==> src/rsts_pkg.sv <==
// Shared types and constants of the request slot table scheduler.
// Used by every module under src but rsts_ram; depends on nothing.
`default_nettype none

package rsts_pkg;

	localparam int MAX_SLOTS = 16;
	localparam int CFG_DATA_W = 5;

	localparam logic [6:0] GRADE_CLEAN_MAX = 7'd70;
	localparam logic [6:0] GRADE_ERR_MAX = 7'd90;
	localparam logic [31:0] ID_MAX = 32'hFFFF_FFFF;
	localparam logic [4:0] SLOTS_RESET = 5'd15;

	localparam logic [1:0] CLS_NONE = 2'd0;
	localparam logic [1:0] CLS_INVITE = 2'd1;
	localparam logic [1:0] CLS_CODE = 2'd2;

	localparam logic CFG_SLOTS = 1'b0;
	localparam logic CFG_INTAKE = 1'b1;

	typedef enum logic [1:0] {
		OP_ARRIVE,
		OP_PICK,
		OP_FINISH,
		OP_RELEASE
	} op_t;

	typedef enum logic [1:0] {
		ST_WAITING,
		ST_SERVING,
		ST_DONE_OK,
		ST_DONE_FLAG
	} status_t;

	typedef enum logic [1:0] {
		GR_CLEAN,
		GR_ERRORS,
		GR_FLAGGED
	} grade_t;

	typedef enum logic [2:0] {
		E_IDLE,
		E_SCAN,
		E_READ,
		E_COMMIT,
		E_OUT
	} eng_state_t;

	typedef struct packed {
		logic [31:0] id;
		logic [1:0]  cls;
		status_t     status;
	} entry_t;

	// own_cls is CLS_NONE when the server takes any class
	typedef struct packed {
		op_t        op;
		logic [1:0] rcls;
		logic [1:0] own_cls;
		logic [3:0] tslot;
		logic       tslot_ok;
		grade_t     grade;
	} cmd_t;

	// packed so that done_ok lands in the lowest bit
	typedef struct packed {
		grade_t      grade_class;
		logic [31:0] request_id;
		logic [3:0]  chosen_slot;
		logic        done_ok;
	} res_t;

endpackage

`default_nettype wire

==> src/rsts_ram.sv <==
// Generic single-write, single-read RAM with registered read data.
// Standalone; no package needed.
`default_nettype none

module rsts_ram #(
	parameter int WIDTH = 36,
	parameter int DEPTH = 16
) (
	input  logic                     clk,
	input  logic                     wr_en,
	input  logic [$clog2(DEPTH)-1:0] wr_addr,
	input  logic [WIDTH-1:0]         wr_data,
	input  logic [$clog2(DEPTH)-1:0] rd_addr,
	output logic [WIDTH-1:0]         rd_data
);

	logic [WIDTH-1:0] mem_q [DEPTH];

	always_ff @(posedge clk) begin
		if (wr_en) begin
			mem_q[wr_addr] <= wr_data;
		end
		rd_data <= mem_q[rd_addr];
	end

endmodule

`default_nettype wire

==> src/rsts_front.sv <==
// Intake side: decodes and classifies each input beat and holds it in a
// two-entry command queue for the engine. Depends on rsts_pkg.
`default_nettype none

module rsts_front #(
	parameter int TABLE_DEPTH = 16
) (
	input  logic          clk,
	input  logic          arst_n,
	input  logic          in_valid,
	output logic          in_ready,
	input  logic [15:0]   in_tdata,
	input  logic [1:0]    in_tuser,
	output logic          cmd_valid,
	input  logic          cmd_pop,
	output rsts_pkg::cmd_t cmd
);
	import rsts_pkg::*;

	localparam int NSLOT = (TABLE_DEPTH < MAX_SLOTS) ? TABLE_DEPTH : MAX_SLOTS;

	logic [1:0] rcls_in;
	logic [1:0] scls_in;
	logic [6:0] pct_in;
	cmd_t       cmd_in;
	cmd_t       fifo_q [2];
	logic       wr_ptr_q;
	logic       rd_ptr_q;
	logic [1:0] cnt_q;
	logic       push;
	logic       pop;

	assign rcls_in = in_tdata[1:0];
	assign scls_in = in_tdata[3:2];
	assign pct_in  = in_tdata[14:8];

	always_comb begin
		cmd_in.op       = op_t'(in_tuser);
		cmd_in.rcls     = (rcls_in == CLS_INVITE) ? CLS_INVITE : CLS_CODE;
		cmd_in.own_cls  = (scls_in == CLS_INVITE || scls_in == CLS_CODE) ? scls_in : CLS_NONE;
		cmd_in.tslot    = in_tdata[7:4];
		cmd_in.tslot_ok = ({1'b0, in_tdata[7:4]} < 5'(NSLOT));
		if (pct_in <= GRADE_CLEAN_MAX) begin
			cmd_in.grade = GR_CLEAN;
		end else if (pct_in <= GRADE_ERR_MAX) begin
			cmd_in.grade = GR_ERRORS;
		end else begin
			cmd_in.grade = GR_FLAGGED;
		end
	end

	assign in_ready  = (cnt_q != 2'd2);
	assign cmd_valid = (cnt_q != 2'd0);
	assign cmd       = fifo_q[rd_ptr_q];
	assign push      = in_valid && in_ready;
	assign pop       = cmd_pop && cmd_valid;

	always_ff @(posedge clk) begin
		if (push) begin
			fifo_q[wr_ptr_q] <= cmd_in;
		end
	end

	always_ff @(posedge clk or negedge arst_n) begin
		if (!arst_n) begin
			wr_ptr_q <= 1'b0;
			rd_ptr_q <= 1'b0;
			cnt_q    <= 2'd0;
		end else begin
			if (push) begin
				wr_ptr_q <= !wr_ptr_q;
			end
			if (pop) begin
				rd_ptr_q <= !rd_ptr_q;
			end
			case ({push, pop})
				2'b10:   cnt_q <= cnt_q + 2'd1;
				2'b01:   cnt_q <= cnt_q - 2'd1;
				default: cnt_q <= cnt_q;
			endcase
		end
	end

endmodule

`default_nettype wire

==> src/rsts_engine.sv <==
// Execution side: scans the slot table one slot a cycle (arrive, pick) or reads the
// target slot, commits the operation, holds the result beat. Depends on rsts_pkg, rsts_ram.
`default_nettype none

module rsts_engine #(
	parameter int TABLE_DEPTH = 16,
	localparam int NSLOT = (TABLE_DEPTH < rsts_pkg::MAX_SLOTS) ? TABLE_DEPTH
		: rsts_pkg::MAX_SLOTS,
	localparam int CW = $clog2(NSLOT + 1)
) (
	input  logic           clk,
	input  logic           arst_n,
	input  logic [CW-1:0]  usable,
	input  logic           intake_closed,
	input  logic           cmd_valid,
	output logic           cmd_pop,
	input  rsts_pkg::cmd_t cmd,
	output logic           res_valid,
	input  logic           res_ready,
	output rsts_pkg::res_t res
);
	import rsts_pkg::*;

	localparam int IW = $clog2(NSLOT);

	eng_state_t state_q, state_d;
	cmd_t       cmd_q;
	logic [CW-1:0] idx_q;
	logic       issue_s1;
	logic [IW-1:0] idx_s1;
	logic       vld_s1;
	logic [NSLOT-1:0] valid_q;
	logic [31:0] ctr_q;

	logic       free_found_q;
	logic [IW-1:0] free_slot_q;
	logic       own_found_q;
	logic [IW-1:0] own_slot_q;
	logic [31:0] own_id_q;
	logic [1:0] own_cls_q;
	logic       any_found_q;
	logic [IW-1:0] any_slot_q;
	logic [31:0] any_id_q;
	logic [1:0] any_cls_q;

	logic       wr_en;
	logic [IW-1:0] wr_addr;
	entry_t     wr_data;
	logic [IW-1:0] rd_addr;
	entry_t     rd_raw;
	entry_t     ent;
	logic       scan_more;
	logic       waiting;
	logic       take_free;
	logic       take_own;
	logic       take_any;
	logic       arrive_ok;
	logic       out_load;
	res_t       res_d;
	res_t       res_hold_q;
	res_t       res_q;

	rsts_ram #(
		.WIDTH ($bits(entry_t)),
		.DEPTH (NSLOT)
	) u_table (
		.clk     (clk),
		.wr_en   (wr_en),
		.wr_addr (wr_addr),
		.wr_data (wr_data),
		.rd_addr (rd_addr),
		.rd_data (rd_raw)
	);

	assign ent       = vld_s1 ? rd_raw : '0;
	assign scan_more = (idx_q < usable);
	assign waiting   = (ent.id != 32'd0) && (ent.status == ST_WAITING);
	assign take_free = (cmd_q.op == OP_ARRIVE) && !free_found_q && (ent.id == 32'd0);
	assign take_own  = (cmd_q.op == OP_PICK) && waiting && (cmd_q.own_cls != CLS_NONE)
		&& (ent.cls == cmd_q.own_cls) && (!own_found_q || ent.id < own_id_q);
	assign take_any  = (cmd_q.op == OP_PICK) && waiting
		&& (!any_found_q || ent.id < any_id_q);
	assign arrive_ok = free_found_q && !intake_closed && (ctr_q != ID_MAX);
	assign out_load  = (state_q == E_OUT) && (!res_valid || res_ready);
	assign res       = res_q;

	always_comb begin
		state_d = state_q;
		cmd_pop = 1'b0;
		rd_addr = idx_q[IW-1:0];
		wr_en   = 1'b0;
		wr_addr = cmd_q.tslot[IW-1:0];
		wr_data = '0;
		res_d   = '0;
		case (state_q)
			E_IDLE: begin
				if (cmd_valid) begin
					cmd_pop = 1'b1;
					if (cmd.op == OP_ARRIVE || cmd.op == OP_PICK) begin
						state_d = E_SCAN;
					end else begin
						state_d = E_READ;
					end
				end
			end
			E_SCAN: begin
				if (!scan_more && !issue_s1) begin
					state_d = E_COMMIT;
				end
			end
			E_READ: begin
				rd_addr = cmd_q.tslot[IW-1:0];
				state_d = E_COMMIT;
			end
			E_COMMIT: begin
				state_d = E_OUT;
				case (cmd_q.op)
					OP_ARRIVE: begin
						if (arrive_ok) begin
							wr_en             = 1'b1;
							wr_addr           = free_slot_q;
							wr_data.id        = ctr_q + 32'd1;
							wr_data.cls       = cmd_q.rcls;
							wr_data.status    = ST_WAITING;
							res_d.done_ok     = 1'b1;
							res_d.chosen_slot = 4'(free_slot_q);
							res_d.request_id  = ctr_q + 32'd1;
						end
					end
					OP_PICK: begin
						if (any_found_q) begin
							wr_en             = 1'b1;
							wr_addr           = own_found_q ? own_slot_q : any_slot_q;
							wr_data.id        = own_found_q ? own_id_q : any_id_q;
							wr_data.cls       = own_found_q ? own_cls_q : any_cls_q;
							wr_data.status    = ST_SERVING;
							res_d.done_ok     = 1'b1;
							res_d.chosen_slot = 4'(own_found_q ? own_slot_q : any_slot_q);
							res_d.request_id  = own_found_q ? own_id_q : any_id_q;
						end
					end
					OP_FINISH: begin
						wr_en             = cmd_q.tslot_ok && (ent.id != 32'd0);
						wr_data.id        = ent.id;
						wr_data.cls       = ent.cls;
						wr_data.status    = (cmd_q.grade == GR_FLAGGED) ? ST_DONE_FLAG
							: ST_DONE_OK;
						res_d.chosen_slot = cmd_q.tslot;
						res_d.request_id  = cmd_q.tslot_ok ? ent.id : 32'd0;
						res_d.grade_class = cmd_q.grade;
					end
					OP_RELEASE: begin
						wr_en             = cmd_q.tslot_ok;
						res_d.chosen_slot = cmd_q.tslot;
						res_d.request_id  = cmd_q.tslot_ok ? ent.id : 32'd0;
					end
					default: begin
						wr_en = 1'b0;
					end
				endcase
			end
			E_OUT: begin
				if (out_load) begin
					state_d = E_IDLE;
				end
			end
			default: begin
				state_d = E_IDLE;
			end
		endcase
	end

	always_ff @(posedge clk or negedge arst_n) begin
		if (!arst_n) begin
			state_q   <= E_IDLE;
			issue_s1  <= 1'b0;
			vld_s1    <= 1'b0;
			valid_q   <= '0;
			ctr_q     <= 32'd0;
			res_valid <= 1'b0;
		end else begin
			state_q  <= state_d;
			issue_s1 <= (state_q == E_SCAN) && scan_more;
			vld_s1   <= valid_q[rd_addr];
			if (wr_en) begin
				valid_q[wr_addr] <= 1'b1;
			end
			if (state_q == E_COMMIT && cmd_q.op == OP_ARRIVE && arrive_ok) begin
				ctr_q <= ctr_q + 32'd1;
			end
			if (out_load) begin
				res_valid <= 1'b1;
			end else if (res_ready) begin
				res_valid <= 1'b0;
			end
		end
	end

	// result waits in res_hold_q until the output beat is free
	always_ff @(posedge clk) begin
		idx_s1 <= idx_q[IW-1:0];
		if (state_q == E_COMMIT) begin
			res_hold_q <= res_d;
		end
		if (out_load) begin
			res_q <= res_hold_q;
		end
		if (state_q == E_IDLE) begin
			cmd_q        <= cmd;
			idx_q        <= '0;
			free_found_q <= 1'b0;
			own_found_q  <= 1'b0;
			any_found_q  <= 1'b0;
		end else if (state_q == E_SCAN) begin
			if (scan_more) begin
				idx_q <= idx_q + CW'(1);
			end
			if (issue_s1) begin
				if (take_free) begin
					free_found_q <= 1'b1;
					free_slot_q  <= idx_s1;
				end
				if (take_own) begin
					own_found_q <= 1'b1;
					own_slot_q  <= idx_s1;
					own_id_q    <= ent.id;
					own_cls_q   <= ent.cls;
				end
				if (take_any) begin
					any_found_q <= 1'b1;
					any_slot_q  <= idx_s1;
					any_id_q    <= ent.id;
					any_cls_q   <= ent.cls;
				end
			end
		end
	end

`ifndef SYNTHESIS
	a_write_in_commit: assert property (@(posedge clk) disable iff (!arst_n)
		wr_en |-> state_q == E_COMMIT)
		else $error("table written outside commit");

	a_issue_from_scan: assert property (@(posedge clk) disable iff (!arst_n)
		issue_s1 |-> $past(state_q == E_SCAN))
		else $error("scan beat without scan state");

	a_ctr_step: assert property (@(posedge clk) disable iff (!arst_n)
		(ctr_q != $past(ctr_q)) |-> (ctr_q == $past(ctr_q) + 32'd1))
		else $error("id counter skipped");

	a_own_implies_any: assert property (@(posedge clk) disable iff (!arst_n)
		(state_q == E_COMMIT && cmd_q.op == OP_PICK && own_found_q) |-> any_found_q)
		else $error("own-class pick without any-class candidate");
`endif

endmodule

`default_nettype wire

==> src/request_slot_table_scheduler.sv <==
// Request slot table scheduler, top level: configuration registers and the
// front/engine pair. Depends on rsts_pkg, rsts_front, rsts_engine, rsts_ram.
//
// Usage:
//   s_axis: one beat per operation; tuser = operation, tdata = request_class,
//   server_class, target_slot, grade_percent. m_axis: exactly one result beat
//   per operation, in order. cfg: register writes (index 0 slots_in_use,
//   index 1 intake_closed), always ready, to be written only while idle.
// Operation flow:
//   each s_axis beat is registered into the command queue. Finish and release
//   go from queue pop to result register through pop, read, commit and load;
//   arrive and pick scan N slots, N = min(slots_in_use, table slots), one
//   slot per cycle through the registered table read port, then drain the scan,
//   commit and load. The engine pops the next command once back in idle, so it
//   works on one operation at a time.
//   A two-beat command queue lets s_axis keep accepting while the engine works.
// Reset: table empty, id counter 0, slots_in_use 15, intake open.
// Stall: a held result beat blocks the engine; the queue fills, then
//   s_axis_tready drops.
`default_nettype none

module request_slot_table_scheduler #(
	parameter int TABLE_DEPTH = 16
) (
	input  logic        clk,
	input  logic        arst_n,
	input  logic        s_axis_tvalid,
	output logic        s_axis_tready,
	input  logic [15:0] s_axis_tdata,  // request_class, server_class, target_slot, grade_percent
	input  logic [1:0]  s_axis_tuser,  // operation
	output logic        m_axis_tvalid,
	input  logic        m_axis_tready,
	output logic [39:0] m_axis_tdata,  // done_ok, chosen_slot, request_id, grade_class
	input  logic        cfg_valid,
	output logic        cfg_ready,
	input  logic        cfg_index,
	input  logic [4:0]  cfg_data
);
	import rsts_pkg::*;

	localparam int NSLOT = (TABLE_DEPTH < MAX_SLOTS) ? TABLE_DEPTH : MAX_SLOTS;
	localparam int CW = $clog2(NSLOT + 1);

	logic [CFG_DATA_W-1:0] slots_in_use_q;
	logic                  intake_closed_q;
	logic [CW-1:0]         usable;
	logic                  cmd_valid;
	logic                  cmd_pop;
	cmd_t                  cmd;
	res_t                  res;

	assign cfg_ready = 1'b1;

	always_ff @(posedge clk or negedge arst_n) begin
		if (!arst_n) begin
			slots_in_use_q  <= SLOTS_RESET;
			intake_closed_q <= 1'b0;
		end else if (cfg_valid) begin
			case (cfg_index)
				CFG_SLOTS:  slots_in_use_q  <= cfg_data;
				CFG_INTAKE: intake_closed_q <= cfg_data[0];
				default:    intake_closed_q <= intake_closed_q;
			endcase
		end
	end

	assign usable = (slots_in_use_q >= CFG_DATA_W'(NSLOT)) ? CW'(NSLOT)
		: slots_in_use_q[CW-1:0];

	rsts_front #(
		.TABLE_DEPTH (TABLE_DEPTH)
	) u_front (
		.clk       (clk),
		.arst_n    (arst_n),
		.in_valid  (s_axis_tvalid),
		.in_ready  (s_axis_tready),
		.in_tdata  (s_axis_tdata),
		.in_tuser  (s_axis_tuser),
		.cmd_valid (cmd_valid),
		.cmd_pop   (cmd_pop),
		.cmd       (cmd)
	);

	rsts_engine #(
		.TABLE_DEPTH (TABLE_DEPTH)
	) u_engine (
		.clk           (clk),
		.arst_n        (arst_n),
		.usable        (usable),
		.intake_closed (intake_closed_q),
		.cmd_valid     (cmd_valid),
		.cmd_pop       (cmd_pop),
		.cmd           (cmd),
		.res_valid     (m_axis_tvalid),
		.res_ready     (m_axis_tready),
		.res           (res)
	);

	assign m_axis_tdata = {1'b0, res};

endmodule

`default_nettype wire

==> config.mk <==
export PLATFORM = sky130hd
export DESIGN_NAME = request_slot_table_scheduler
export DESIGN_NICKNAME = d
export VERILOG_FILES = /design/src/rsts_pkg.sv /design/src/rsts_ram.sv /design/src/rsts_front.sv /design/src/rsts_engine.sv /design/src/request_slot_table_scheduler.sv
export SDC_FILE = /design/constraint.sdc
export NUM_CORES = 1
export LEC_CHECK = 0
export BUFFER_PORTS_ARGS = -buffer_cell sky130_fd_sc_hd__buf_2
export CORE_ASPECT_RATIO = 0.75
export CORE_MARGIN = 2
export CORE_UTILIZATION = 45
export DETAILED_ROUTE_END_ITERATION = 10
export GPL_ROUTABILITY_DRIVEN = 0
export PLACE_DENSITY = 0.59
export SYNTH_ARGS = -nofsm -noshare
export SYNTH_HDL_FRONTEND = slang
export SYNTH_SLANG_ARGS = --single-unit
==> constraint.sdc <==
create_clock -name clk -period 11.6 [get_ports clk]
set_input_delay 1.16 -clock clk [delete_from_list [all_inputs] [get_ports clk]]
set_output_delay 1.16 -clock clk [all_outputs]
set_load 0.02 [all_outputs]
==> impl_metrics.py <==
metrics = {
    "finish": {
        "layout_cell_share_with_drive_strength_beyond_1_pct": 19.5,
        "diodes": 0,
        "post-route-cell-area_sq_um": 40300,
        "finalNetCount": 2344,
        "area_growth_pct": 12.3,
    },
    "routing": {
        "ant_nets": 0,
        "route.detailed.drc": 2,
        "starting_drt_drc_count": 1931,
        "drt-pass1-iter-count": 8,
        "via_total_after_detailed_routing": 19300,
        "vias_per_cell": 5.74,
        "avgRoutedWirePerCell_microns": 25.1,
        "routed_wirelength_mm": 84.5,
    },
    "die": {
        "io_pins": 72,
        "placementRows": 89,
        "die_y_microns": 249,
        "floorplan.die.width_microns": 330,
        "initial_core_util_pct": 45.5,
        "core-area_sq_um": 78800,
        "die-area_sq_um": 82100,
    },
    "sta": {
        "setup_viol": 0,
        "finalMaxSlewViolations": 0,
        "fin_crit_ns": 4.90,
        "timing.slew.headroom_pct": 6.47,
        "maxClockFrequency_mhz": 204,
        "finalHoldViolations": 0,
        "clock_skew_ns": 0.0254,
        "finalCritPeriodShare_pct": 42.3,
        "rsz0062_at_grt": "no",
        "hold-worst-slack_ns": 0.416,
        "timing_worst_slew_pin_value_ns": 1.40,
        "final.setup.tns_ns": 0,
    },
    "power_and_ir_drop": {
        "power.density_cell_area_nw_per_um2": 211,
        "power_mw": 8.50,
        "max-vdd-ir-drop_uv": 210,
        "leakage_nw": 15.0,
    },
    "synthesis": {
        "synth_async_sr_flop_share_pct": 7.26,
        "syn-cell-area_sq_um": 35900,
        "postSynthNetCount": 2254,
        "synth_top_cell_area_share_pct": 64.4,
        "synth_most_common_cell": "sky130_fd_sc_hd__edfxtp_1",
        "netlist-cell-type-count": 66,
        "yosys-top-cells-count": "770 x sky130_fd_sc_hd__edfxtp_1, 195 x sky130_fd_sc_hd__nand2_1, 148 x sky130_fd_sc_hd__mux4_2, 102 x sky130_fd_sc_hd__nor2_1, 72 x sky130_fd_sc_hd__a21oi_1",
        "seq_total_area_yosys_pct": 71.6,
        "synth.yosys.warnings": 0,
        "synthesis.area_per_instance_sq_um": 16.6,
        "netlist_top_cells_area": "sky130_fd_sc_hd__edfxtp_1 64%, sky130_fd_sc_hd__mux4_2 9.3%, sky130_fd_sc_hd__dfrtp_1 4.2%",
        "yosys_register_bits": 882,
        "netlist_instances": 2158,
        "synth_top_flop_cell": "sky130_fd_sc_hd__edfxtp_1",
        "synth_enable_flop_cells": 770,
        "netlist.top_cell.by_area": "sky130_fd_sc_hd__edfxtp_1",
    },
    "clocking": {
        "post_cts_hold_buffer_count": 0,
        "post_cts_resized": 0,
        "clk_latency_ns": 0.65,
        "ctsLongestPathBuffers": 3,
        "cts_tree": "done",
        "worst_setup_hold_path_clk_slew_ns": 0.06,
        "cts.sink_count": 882,
        "cts_root_buf": "sky130_fd_sc_hd__clkbuf_16",
        "ctsHtreeMaxLevel": 3,
        "inserted_clock_buffers": 83,
        "cts_post_setup_buffers_inserted": 0,
    },
    "worst_setup_path": {
        "worst_flop_to_flop_path_startpoint": "u_engine.ctr_q[10]",
        "path_cells": "nand4_1 -> nor4_2 -> a211o_1 -> o221ai_1 -> or3_1 -> nor2_4 -> buf_4",
        "worst_path_max_delay_cell": "sky130_fd_sc_hd__a211o_1",
        "worst-endpoint-required_ns": 11.86,
        "critical_path.endpoint_type": "flip-flop",
        "critical-path-max-stage-delay_ns": 0.95,
        "worst_setup_path_startpoint": "u_engine.ctr_q[10]",
        "critical_path.startpoint_type": "flip-flop",
        "cp_data_arrival_time_ns": 5.16,
        "critical_path_class": "reg -> reg",
        "critical_path.max_fanout": 37,
    },
    "status": {
        "result_of_the_run": "complete, but fails checks",
        "violated_checks": "DRC",
    },
    "place": {
        "post-dp-hpwl_mm": 47.7,
        "numPortBuffers": 68,
        "placement.cell_area_sq_um": 37600,
    },
    "flow_run": {
        "max_cap_violations": 0,
    },
    "min_path": {
        "worst_hold_startpoint": "u_engine.res_hold_q[16]",
        "hold_class": "reg -> reg",
    },
    "global_routing": {
        "grt_pass1_vias": 19600,
        "grt_start_max_net_pins": 138,
        "antenna_violations_before_repair": 0,
        "gr-total-overflow": 0,
        "grt_total_usage_pct": 20.8,
        "grt_pass1_wl_mm": 126,
    },
}
[registers in the layout, indices dropped and copies added (netlist names), 12 cells and up]
signal and flops:
u_engine.any_id_q 32, u_engine.ctr_q 32, u_engine.res 39, u_engine.u_table.mem_q 576
u_front.fifo_q 24, u_engine.u_table.rd_data 36, u_engine.valid_q 16, u_engine.cmd_q 12
u_engine.res_hold_q 39, u_engine.own_id_q 32
[per-layer routing]
metal,vias to the layer above,wire (microns),GRT usage [%],part of all wire [%]
met5,-,0,0,0
met4,0,1780,5.13,2.1
met3,112,5610,4.37,6.6
met2,596,38400,31.1,45
met1,10100,38700,31.2,46
li1,8497,-,-,-
[kinds of logic (layout without fill, tap and decap cells)]
logic type	count (synthesis)	in the layout	share of synthesized area (%)
adder cells (fa/ha/maj)	68	68	2.36
flip-flops	882	882	71.6
buffers and inverters	175	335	2.03
other	2	2	0.0209
AO/OA/AOI/OAI	264	264	4.80
AND/OR/NAND/NOR	490	490	6.53
XOR/XNOR	71	71	1.73
multiplexers	206	206	11.0
[critical path: cells and delay by family, from the launching register on]
kind | cells | cell delay [ns]
flip-flops | 1 | 0.47
AND/OR/NAND/NOR | 4 | 2.14
buffers and inverters | 1 | 0.65
AO/OA/AOI/OAI | 2 | 1.22
[through the flow]
step	util [%]	std cells	setup WS, ns
final	51.1	3364	6.70
after global routing	51.1	3364	6.53
after CTS	51.1	3363	6.79
after detailed placement	47.7	3208	6.83
after global placement	47.7	3208	6.88
after floorplan	-	2158	6.29
[cell type report]
class	instances	area (sq um)
Clock buffer	108	2240
Timing Repair Buffer	111	694
Inverter	69	259
Sequential cell	882	25700
Fill cell	6452	38500
Tap cell	1046	1310
Multi-Input combinational cell	1101	9710
Clock inverter	47	405
[layout by cell type (no fill, tap or decap), types with 25 or more instances in the layout]
cell / n
sky130_fd_sc_hd__edfxtp_1: 770
sky130_fd_sc_hd__nand2_1: 195
sky130_fd_sc_hd__mux4_2: 148
sky130_fd_sc_hd__nor2_1: 86
sky130_fd_sc_hd__clkbuf_16: 84
sky130_fd_sc_hd__a21oi_1: 72
sky130_fd_sc_hd__and2_1: 70
sky130_fd_sc_hd__inv_1: 68
sky130_fd_sc_hd__buf_2: 68
sky130_fd_sc_hd__ha_1: 67
sky130_fd_sc_hd__dfrtp_1: 60
sky130_fd_sc_hd__dfxtp_1: 47
sky130_fd_sc_hd__a31oi_1: 42
sky130_fd_sc_hd__a211oi_1: 41
sky130_fd_sc_hd__buf_4: 40
sky130_fd_sc_hd__xor2_1: 37
sky130_fd_sc_hd__xnor2_1: 34
sky130_fd_sc_hd__mux2i_1: 34
sky130_fd_sc_hd__nand4_1: 27
sky130_fd_sc_hd__a21o_1: 25
[final timing paths]
| kind | endpoint | slack (ns) | cells after the start |
|---|---|---|---|
| max | u_engine.u_table.mem_q[2][17] | 6.70 | 7 |
| min | u_engine.res[16] | 0.42 | 0 |
| max reg2reg | u_engine.u_table.mem_q[2][17] | 6.70 | 7 |
| min reg2reg | u_engine.res[16] | 0.42 | 0 |
| max in group asynchronous | u_engine.ctr_q[22] | 10.26 | 2 |
| min in group asynchronous | u_engine.valid_q[0] | 0.71 | 2 |
[report_power, final]
part	switching [mW]	total (mW)	leakage, nW	internal (mW)
Combinational	1.15	1.91	4.44	0.762
Sequential	0.172	3.93	9.26	3.75
Clock	1.19	2.66	1.29	1.47
Total	2.51	8.50	15.0	5.99
(Power assumes the default switching activity.)
